`config.mk`:
```
export PLATFORM = sky130hd
export DESIGN_NAME = go_back_n_sender_unit
export DESIGN_NICKNAME = d
export VERILOG_FILES = /design/src/design/gbn_pkg.sv /design/src/design/gbn_datapath.sv /design/src/design/gbn_ctrl.sv /design/src/design/go_back_n_sender_unit.sv
export SDC_FILE = /design/constraint.sdc
export NUM_CORES = 1
export LEC_CHECK = 0
export BUFFER_PORTS_ARGS = -buffer_cell sky130_fd_sc_hd__buf_2
export CAP_MARGIN = 0
export CORE_MARGIN = 2
export CORE_UTILIZATION = 35
export DETAILED_ROUTE_END_ITERATION = 8
export PLACE_DENSITY_LB_ADDON = 0.08
export RECOVER_POWER = 50
export SYNTH_ARGS = -nofsm -noshare
export SYNTH_HDL_FRONTEND = slang
export SYNTH_SLANG_ARGS = --single-unit
```
`constraint.sdc`:
```
create_clock -name clock -period 2.3 [get_ports clock]
set_input_delay 0.345 -clock clock [delete_from_list [all_inputs] [get_ports clock]]
set_output_delay 0.345 -clock clock [all_outputs]
set_load 0.03 [all_outputs]
```
`src/design/gbn_pkg.sv`:
```
// ----------------------------------------------------------------------------
// gbn_pkg
// Shared codes, widths and control structs of the go-back-n sender.
// ----------------------------------------------------------------------------
`timescale 1ns / 1ps
`default_nettype none

package gbn_pkg;

   localparam int CMD_W    = 2;
   localparam int DATA_W   = 8;
   localparam int ACK_W    = 4;
   localparam int STATUS_W = 3;

   // command codes
   localparam logic [CMD_W-1:0] CMD_SEND    = 2'd0;
   localparam logic [CMD_W-1:0] CMD_ACK     = 2'd1;
   localparam logic [CMD_W-1:0] CMD_TIMEOUT = 2'd2;

   // result status codes
   localparam logic [STATUS_W-1:0] RSP_FRAME   = 3'd0;
   localparam logic [STATUS_W-1:0] RSP_ACK_OK  = 3'd1;
   localparam logic [STATUS_W-1:0] RSP_ACK_BAD = 3'd2;
   localparam logic [STATUS_W-1:0] RSP_FULL    = 3'd3;
   localparam logic [STATUS_W-1:0] RSP_EMPTY   = 3'd4;

   typedef enum logic [1:0] {
      ST_IDLE   = 2'b01,
      ST_REPLAY = 2'b10
   } gbn_state_type;

   // controller -> datapath, at most one flag set per cycle
   typedef struct packed {
      logic op_send;
      logic op_ack_ok;
      logic op_ack_bad;
      logic op_full;
      logic op_empty;
      logic replay_load;
      logic replay_step;
   } gbn_cmd_type;

   // datapath -> controller
   typedef struct packed {
      logic window_full;
      logic count_zero;
      logic ack_match;
      logic replay_last;
   } gbn_stat_type;

endpackage

`default_nettype wire

```
`src/design/gbn_datapath.sv`:
```
// ----------------------------------------------------------------------------
// gbn_datapath
// Window pointers, outstanding count, frame store and result registers.
// ----------------------------------------------------------------------------
`timescale 1ns / 1ps
`default_nettype none

module gbn_datapath #(
   parameter int MAX_SEQUENCE = 7,
   parameter int SEQ_W        = 3
) (
   input  wire logic                          clock,
   input  wire logic                          reset,
   input  wire gbn_pkg::gbn_cmd_type          cmd,
   output gbn_pkg::gbn_stat_type              stat,
   input  wire logic [gbn_pkg::DATA_W-1:0]    req_payload,
   input  wire logic [gbn_pkg::ACK_W-1:0]     req_ack_number,
   output logic                               rsp_valid,
   output logic [gbn_pkg::STATUS_W-1:0]       rsp_status,
   output logic [SEQ_W-1:0]                   rsp_frame_seq,
   output logic [gbn_pkg::DATA_W-1:0]         rsp_frame_data,
   output logic                               rsp_last
);

   localparam int DEPTH = MAX_SEQUENCE + 1;
   localparam int CMP_W = (SEQ_W > gbn_pkg::ACK_W) ? SEQ_W : gbn_pkg::ACK_W;

   function automatic logic [SEQ_W-1:0] next_seq(input logic [SEQ_W-1:0] s);
      return (s == SEQ_W'(MAX_SEQUENCE)) ? '0 : s + 1'b1;
   endfunction

   logic [gbn_pkg::DATA_W-1:0] frame_mem [DEPTH];

   logic [SEQ_W-1:0] send_ptr_ff, send_ptr_in;
   logic [SEQ_W-1:0] oldest_ff, oldest_in;
   logic [SEQ_W-1:0] count_ff, count_in;
   logic [SEQ_W-1:0] rp_ff, rp_in;
   logic [SEQ_W-1:0] remain_ff, remain_in;

   logic                          rsp_valid_ff, rsp_valid_in;
   logic [gbn_pkg::STATUS_W-1:0]  rsp_status_ff, rsp_status_in;
   logic [SEQ_W-1:0]              rsp_seq_ff, rsp_seq_in;
   logic [gbn_pkg::DATA_W-1:0]    rsp_data_ff, rsp_data_in;
   logic                          rsp_last_ff, rsp_last_in;

   assign stat.window_full = (count_ff == SEQ_W'(MAX_SEQUENCE));
   assign stat.count_zero  = (count_ff == '0);
   assign stat.ack_match   = (count_ff != '0) &&
                             (CMP_W'(req_ack_number) == CMP_W'(oldest_ff));
   assign stat.replay_last = (remain_ff == SEQ_W'(1));

   always_comb begin
      send_ptr_in   = send_ptr_ff;
      oldest_in     = oldest_ff;
      count_in      = count_ff;
      rp_in         = rp_ff;
      remain_in     = remain_ff;
      rsp_valid_in  = 1'b0;
      rsp_status_in = gbn_pkg::RSP_FRAME;
      rsp_seq_in    = '0;
      rsp_data_in   = '0;
      rsp_last_in   = 1'b1;
      priority if (cmd.op_send) begin
         rsp_valid_in = 1'b1;
         rsp_seq_in   = send_ptr_ff;
         rsp_data_in  = req_payload;
         count_in     = count_ff + 1'b1;
         send_ptr_in  = next_seq(send_ptr_ff);
      end else if (cmd.op_ack_ok) begin
         rsp_valid_in  = 1'b1;
         rsp_status_in = gbn_pkg::RSP_ACK_OK;
         rsp_seq_in    = oldest_ff;
         count_in      = count_ff - 1'b1;
         oldest_in     = next_seq(oldest_ff);
      end else if (cmd.op_ack_bad) begin
         rsp_valid_in  = 1'b1;
         rsp_status_in = gbn_pkg::RSP_ACK_BAD;
      end else if (cmd.op_full) begin
         rsp_valid_in  = 1'b1;
         rsp_status_in = gbn_pkg::RSP_FULL;
      end else if (cmd.op_empty) begin
         rsp_valid_in  = 1'b1;
         rsp_status_in = gbn_pkg::RSP_EMPTY;
      end else if (cmd.replay_load) begin
         rp_in     = oldest_ff;
         remain_in = count_ff;
      end else if (cmd.replay_step) begin
         // data comes straight from the store read below
         rsp_valid_in = 1'b1;
         rsp_seq_in   = rp_ff;
         rsp_last_in  = stat.replay_last;
         rp_in        = next_seq(rp_ff);
         remain_in    = remain_ff - 1'b1;
         send_ptr_in  = next_seq(rp_ff);
      end else begin
         rsp_valid_in = 1'b0;
      end
   end

   always_ff @(posedge clock) begin
      if (reset) begin
         send_ptr_ff  <= '0;
         oldest_ff    <= '0;
         count_ff     <= '0;
         rp_ff        <= '0;
         remain_ff    <= '0;
         rsp_valid_ff <= 1'b0;
      end else begin
         send_ptr_ff  <= send_ptr_in;
         oldest_ff    <= oldest_in;
         count_ff     <= count_in;
         rp_ff        <= rp_in;
         remain_ff    <= remain_in;
         rsp_valid_ff <= rsp_valid_in;
      end
   end

   // frame store: one write port, one registered read port
   always_ff @(posedge clock) begin
      if (cmd.op_send) begin
         frame_mem[send_ptr_ff] <= req_payload;
      end
      rsp_data_ff   <= cmd.replay_step ? frame_mem[rp_ff] : rsp_data_in;
      rsp_status_ff <= rsp_status_in;
      rsp_seq_ff    <= rsp_seq_in;
      rsp_last_ff   <= rsp_last_in;
   end

   assign rsp_valid      = rsp_valid_ff;
   assign rsp_status     = rsp_status_ff;
   assign rsp_frame_seq  = rsp_seq_ff;
   assign rsp_frame_data = rsp_data_ff;
   assign rsp_last       = rsp_last_ff;

   a_count_bound: assert property (@(posedge clock) disable iff (reset)
      count_ff <= SEQ_W'(MAX_SEQUENCE))
      else $error("outstanding count above window");

   a_step_remain: assert property (@(posedge clock) disable iff (reset)
      cmd.replay_step |-> remain_ff != '0)
      else $error("replay step with nothing left");

   a_send_beat: assert property (@(posedge clock) disable iff (reset)
      cmd.op_send |=> rsp_valid_ff && rsp_last_ff && rsp_status_ff == gbn_pkg::RSP_FRAME)
      else $error("send without frame beat");

endmodule

`default_nettype wire

```
`src/design/gbn_ctrl.sv`:
```
// ----------------------------------------------------------------------------
// gbn_ctrl
// Command decode and replay sequencing for the go-back-n sender.
// ----------------------------------------------------------------------------
`timescale 1ns / 1ps
`default_nettype none

module gbn_ctrl (
   input  wire logic                         clock,
   input  wire logic                         reset,
   input  wire logic                         start,
   input  wire logic [gbn_pkg::CMD_W-1:0]    req_command,
   input  wire gbn_pkg::gbn_stat_type        stat,
   output gbn_pkg::gbn_cmd_type              cmd,
   output logic                              busy
);

   gbn_pkg::gbn_state_type state_ff, state_in;

   always_comb begin
      state_in = state_ff;
      cmd      = '0;
      busy     = 1'b0;
      unique case (state_ff)
         gbn_pkg::ST_IDLE: begin
            if (start) begin
               unique case (req_command)
                  gbn_pkg::CMD_SEND: begin
                     cmd.op_send = !stat.window_full;
                     cmd.op_full = stat.window_full;
                  end
                  gbn_pkg::CMD_ACK: begin
                     cmd.op_ack_ok  = stat.ack_match;
                     cmd.op_ack_bad = !stat.ack_match;
                  end
                  gbn_pkg::CMD_TIMEOUT: begin
                     cmd.op_empty    = stat.count_zero;
                     cmd.replay_load = !stat.count_zero;
                     if (!stat.count_zero) begin
                        state_in = gbn_pkg::ST_REPLAY;
                     end
                  end
                  default: begin
                     cmd = '0;
                  end
               endcase
            end
         end
         gbn_pkg::ST_REPLAY: begin
            busy            = 1'b1;
            cmd.replay_step = 1'b1;
            if (stat.replay_last) begin
               state_in = gbn_pkg::ST_IDLE;
            end
         end
         default: begin
            state_in = gbn_pkg::ST_IDLE;
         end
      endcase
   end

   always_ff @(posedge clock) begin
      if (reset) begin
         state_ff <= gbn_pkg::ST_IDLE;
      end else begin
         state_ff <= state_in;
      end
   end

   a_replay_hold: assert property (@(posedge clock) disable iff (reset)
      (state_ff == gbn_pkg::ST_REPLAY && !stat.replay_last) |=> state_ff == gbn_pkg::ST_REPLAY)
      else $error("replay ended early");

   a_replay_end: assert property (@(posedge clock) disable iff (reset)
      (state_ff == gbn_pkg::ST_REPLAY && stat.replay_last) |=> state_ff == gbn_pkg::ST_IDLE)
      else $error("replay overran");

   a_empty_timeout: assert property (@(posedge clock) disable iff (reset)
      cmd.replay_load |-> !stat.count_zero)
      else $error("replay with empty window");

endmodule

`default_nettype wire

```
`src/design/go_back_n_sender_unit.sv`:
```
// ----------------------------------------------------------------------------
// go_back_n_sender_unit
// Every result beat is registered and shows in the cycle after its command.
// Send, ack and refusals: one beat, busy stays low, a new command each cycle.
// Timeout with n frames outstanding: a load step, then n beats with busy high;
// with none, one empty beat. The frame store's single read port gives one
// frame per cycle. Results cannot be stalled. Reset clears pointers, count and
// state; the frame store is not cleared (only written entries are replayed).
// ----------------------------------------------------------------------------
`timescale 1ns / 1ps
`default_nettype none

module go_back_n_sender_unit #(
   parameter int  MAX_SEQUENCE = 7,
   localparam int SEQ_W        = $clog2(MAX_SEQUENCE + 1)
) (
   input  wire logic                          clock,
   input  wire logic                          reset,
   // command channel
   input  wire logic                          start,
   output logic                               busy,
   input  wire logic [gbn_pkg::CMD_W-1:0]     req_command,
   input  wire logic [gbn_pkg::DATA_W-1:0]    req_payload,
   input  wire logic [gbn_pkg::ACK_W-1:0]     req_ack_number,
   // result channel, one beat per strobe
   output logic                               rsp_valid,
   output logic [gbn_pkg::STATUS_W-1:0]       rsp_status,
   output logic [SEQ_W-1:0]                   rsp_frame_seq,
   output logic [gbn_pkg::DATA_W-1:0]         rsp_frame_data,
   output logic                               rsp_last
);

   // controller decodes the command against window status; datapath owns
   // pointers (send, oldest unacked, replay), count and the frame store
   gbn_pkg::gbn_cmd_type  cmd;
   gbn_pkg::gbn_stat_type stat;

   gbn_ctrl u_ctrl (
      .clock       (clock),
      .reset       (reset),
      .start       (start),
      .req_command (req_command),
      .stat        (stat),
      .cmd         (cmd),
      .busy        (busy)
   );

   gbn_datapath #(
      .MAX_SEQUENCE (MAX_SEQUENCE),
      .SEQ_W        (SEQ_W)
   ) u_datapath (
      .clock          (clock),
      .reset          (reset),
      .cmd            (cmd),
      .stat           (stat),
      .req_payload    (req_payload),
      .req_ack_number (req_ack_number),
      .rsp_valid      (rsp_valid),
      .rsp_status     (rsp_status),
      .rsp_frame_seq  (rsp_frame_seq),
      .rsp_frame_data (rsp_frame_data),
      .rsp_last       (rsp_last)
   );

endmodule

`default_nettype wire
```
==> flow_summary.yaml <==
logic_synthesis:
  ys_ff_latch: 100
  postSynth.asyncResetShare: 0
  synthDistinctLibCells: 40
  synth_enable_flop_cells: 64
  synthTopCellsByArea: "edfxtp_1 48%, dfxtp_1 18%, mux4_2 9.0%"
  netlist_area_mm2: 0.00400
  synth_most_common_cell: "edfxtp_1"
  synth_top_area_frac: 0.481
  syn_nets: 299
  yosysTopAreaCell: "edfxtp_1"
  synth.yosys.seq_area_share: 0.661
  yosys-top-cells-count: "64 x edfxtp_1, 36 x dfxtp_1, 22 x nand2_1, 16 x mux4_2, 15 x o21ai_0"
  postSynthCellCount: 273
  yosys_warnings: 0
  syn_avg_cell_area_um2: 14.6
  ys.flop_type: "edfxtp_1"
sta:
  report.final.slew_viol_count: 0
  setup_viol: 0
  period_share: 0.903
  fin_hold_ws_ns: 0.328
  timing_hold_violations_final: 0
  skew_ns: 0.00697
  worstMarginPinSlew_ns: 0.688
  slew_headroom: 0.541
  tns_ns: 0
  fmax_mhz: 482
  fin_crit_ns: 2.08
  grt_setup_unrepaired: "no"
cts:
  cts_tree: "done"
  cts_root_buf: "clkbuf_16"
  cts.sink_count: 100
  cts_resized: 0
  clockBufferDepth: 2
  clkTransAtPathRegs_ns: 0.07
  cts_setup_buffers: 0
  cts_made_buffers: 9
  insertion_delay_ns: 0.34
  htree_levels: 3
  cts_hold_buf: 0
worst_setup_path:
  slowest_delay_ns: 0.44
  worstPathArrival_ns: 2.31
  required_ns: 2.53
  worst-setup-path-type: "flip-flop to flip-flop"
  cp-end-kind: "flip-flop"
  crit_path_top_delay_cell: "fa_1"
  crit_path_max_fanout: 2
  crit_path_cell_trace: "a31o_2 -> nor2_2 -> inv_2 -> fa_1 -> nor4_1 -> a22o_1 -> mux2_2"
  startpoint_type: "flip-flop"
die:
  num_rows: 39
  ioPinCount: 34
  fp.dieW_um: 111
  core-area_mm2: 0.0113
  die_h_um: 111
  dieArea_mm2: 0.0123
  start_util: 0.354
power:
  peakVddDrop_uv: 392
  leakagePower_nw: 1.61
  powerDensity_mw_per_mm2: 794
layout:
  syn2layout_area_growth_pct: 18.7
  final_cells: 474
  layout-drive-gt1-share: 0.196
  final_net_count: 352
  fill_cells: 1054
  antennaDiodeCount: 0
routing:
  drt_iter0_drc: 98
  ant_nets: 0
  drc_errors: 0
  first_pass_iters: 4
  routed_wl_mm: 8.34
  wl_per_cell_um: 17.6
  via_count: 2402
  viasPerCell: 5.07
global_routing:
  grt.overflow.total: 0
  grt_max_degree: 24
  grt_util_all_layers: 0.141
  grt_pass1_vias: 2278
  antenna_found_initial: 0
  grt_pass1_wl_mm: 13.0
flow_run:
  max-cap-violations: 0
placed_design:
  io_buffers: 33
  gp_congestion: 0.739
  hpwl_mm: 5.35
  dp.cells: 458
min_path:
  hold_class: "primary input to flip-flop"
run_status:
  status: "finished clean"
cell type report:
type                    count  area (µm²)  area share
clock buffers              10         229      0.0483
flip-flops and latches    100        2640       0.557
multi-input cells         154        1280       0.271
clock inverters             6        95.1      0.0201
inverters                   6        22.5     0.00475
well taps                 143         179      0.0377
repair buffers             55         289      0.0610
logic make-up (layout without fill, tap and decap cells):
family / after synthesis / in the layout / share of synthesized area
and+or+nand+nor: 74 / 74 / 0.0996
DFF: 100 / 100 / 0.661
buffers and inverters: 19 / 77 / 0.0188
adders and majority gates: 9 / 9 / 0.0301
xor gates and xnor gates: 4 / 4 / 0.00877
AOI/OAI and AO/OA: 40 / 40 / 0.0630
muxes: 27 / 27 / 0.118
sequential cells by signal (all words and copies together) (netlist names), named ones only:
signal / cells
u_datapath.remain_ff: 3
u_datapath.rsp_frame_seq: 3
u_datapath.send_ptr_ff: 3
u_datapath.rp_ff: 3
u_datapath.oldest_ff: 3
u_datapath.rsp_status: 3
u_ctrl.state_ff: 2
u_datapath.rsp_last: 1
u_datapath.count_ff: 3
u_datapath.frame_mem: 64
u_datapath.rsp_valid: 1
u_datapath.rsp_frame_data: 8
power breakdown:
part           total, mW  switching [mW]  internal (mW)
clock               1.64           0.670          0.965
sequential          1.95          0.0164           1.93
combinational      0.181           0.109         0.0719
per-stage QoR:
| step | total power, mW | setup slack (ns) | area, µm² | util |
|---|---|---|---|---|
| floorplan | 2.09 | 0.0935 | 4000 | - |
| global placement | 2.17 | 0.0970 | 4460 | 0.395 |
| detailed placement | 2.18 | 0.0502 | 4460 | 0.395 |
| CTS | 3.81 | 0.225 | 4780 | 0.424 |
| global route | 3.92 | 0.112 | 4740 | 0.421 |
| finish | 3.76 | 0.224 | 4740 | 0.421 |
path summary, 6_finish.rpt:
check | start | to | slack, ns | cells past startpoint
setup reg to reg | u_datapath.count_ff[1] | u_datapath.count_ff[2] | 0.22 | 7
hold / removal | req_command[1] | u_datapath.rsp_status[2] | 0.33 | 2
setup / recovery | u_datapath.count_ff[1] | u_datapath.count_ff[2] | 0.22 | 7
hold reg to reg | u_datapath.rp_ff[2] | u_datapath.rsp_frame_seq[2] | 0.47 | 2
worst max-delay path, delay by kind of cell, from the launching register on:
kind | cells | cell delay, ns
AO/OA/AOI/OAI | 2 | 0.44
adder cells (fa/ha/maj) | 1 | 0.44
multiplexers | 1 | 0.32
AND/OR/NAND/NOR | 2 | 0.40
buffers and inverters | 1 | 0.06
flip-flops | 1 | 0.32
metal layers:
| layer | GRT usage | share of wire |
|---|---|---|
| met1 | 0.207 | 0.50 |
| met2 | 0.203 | 0.43 |
| met3 | 0.0235 | 0.040 |
| met4 | 0.0700 | 0.020 |
| met5 | 0 | 0 |
cells in the final DEF, fill, tap and decap left out, types with 3 or more instances in the layout:
cell / netlist / layout
buf_2: 3 / 9
nor2_1: 14 / 14
o21ai_0: 15 / 15
clkbuf_16: 0 / 9
nand2_1: 22 / 22
nand3_1: 5 / 5
edfxtp_1: 64 / 64
a211oi_1: 3 / 3
dfxtp_1: 36 / 36
a21oi_1: 10 / 10
inv_1: 5 / 5
nand2b_1: 5 / 5
a311oi_1: 6 / 6
ha_1: 8 / 8
and4b_1: 3 / 3
mux4_2: 16 / 16
clkbuf_1: 8 / 28
mux2i_1: 9 / 9
or3_1: 3 / 3
nor3_1: 9 / 9
buf_4: 0 / 19
(Power assumes the default switching activity.)
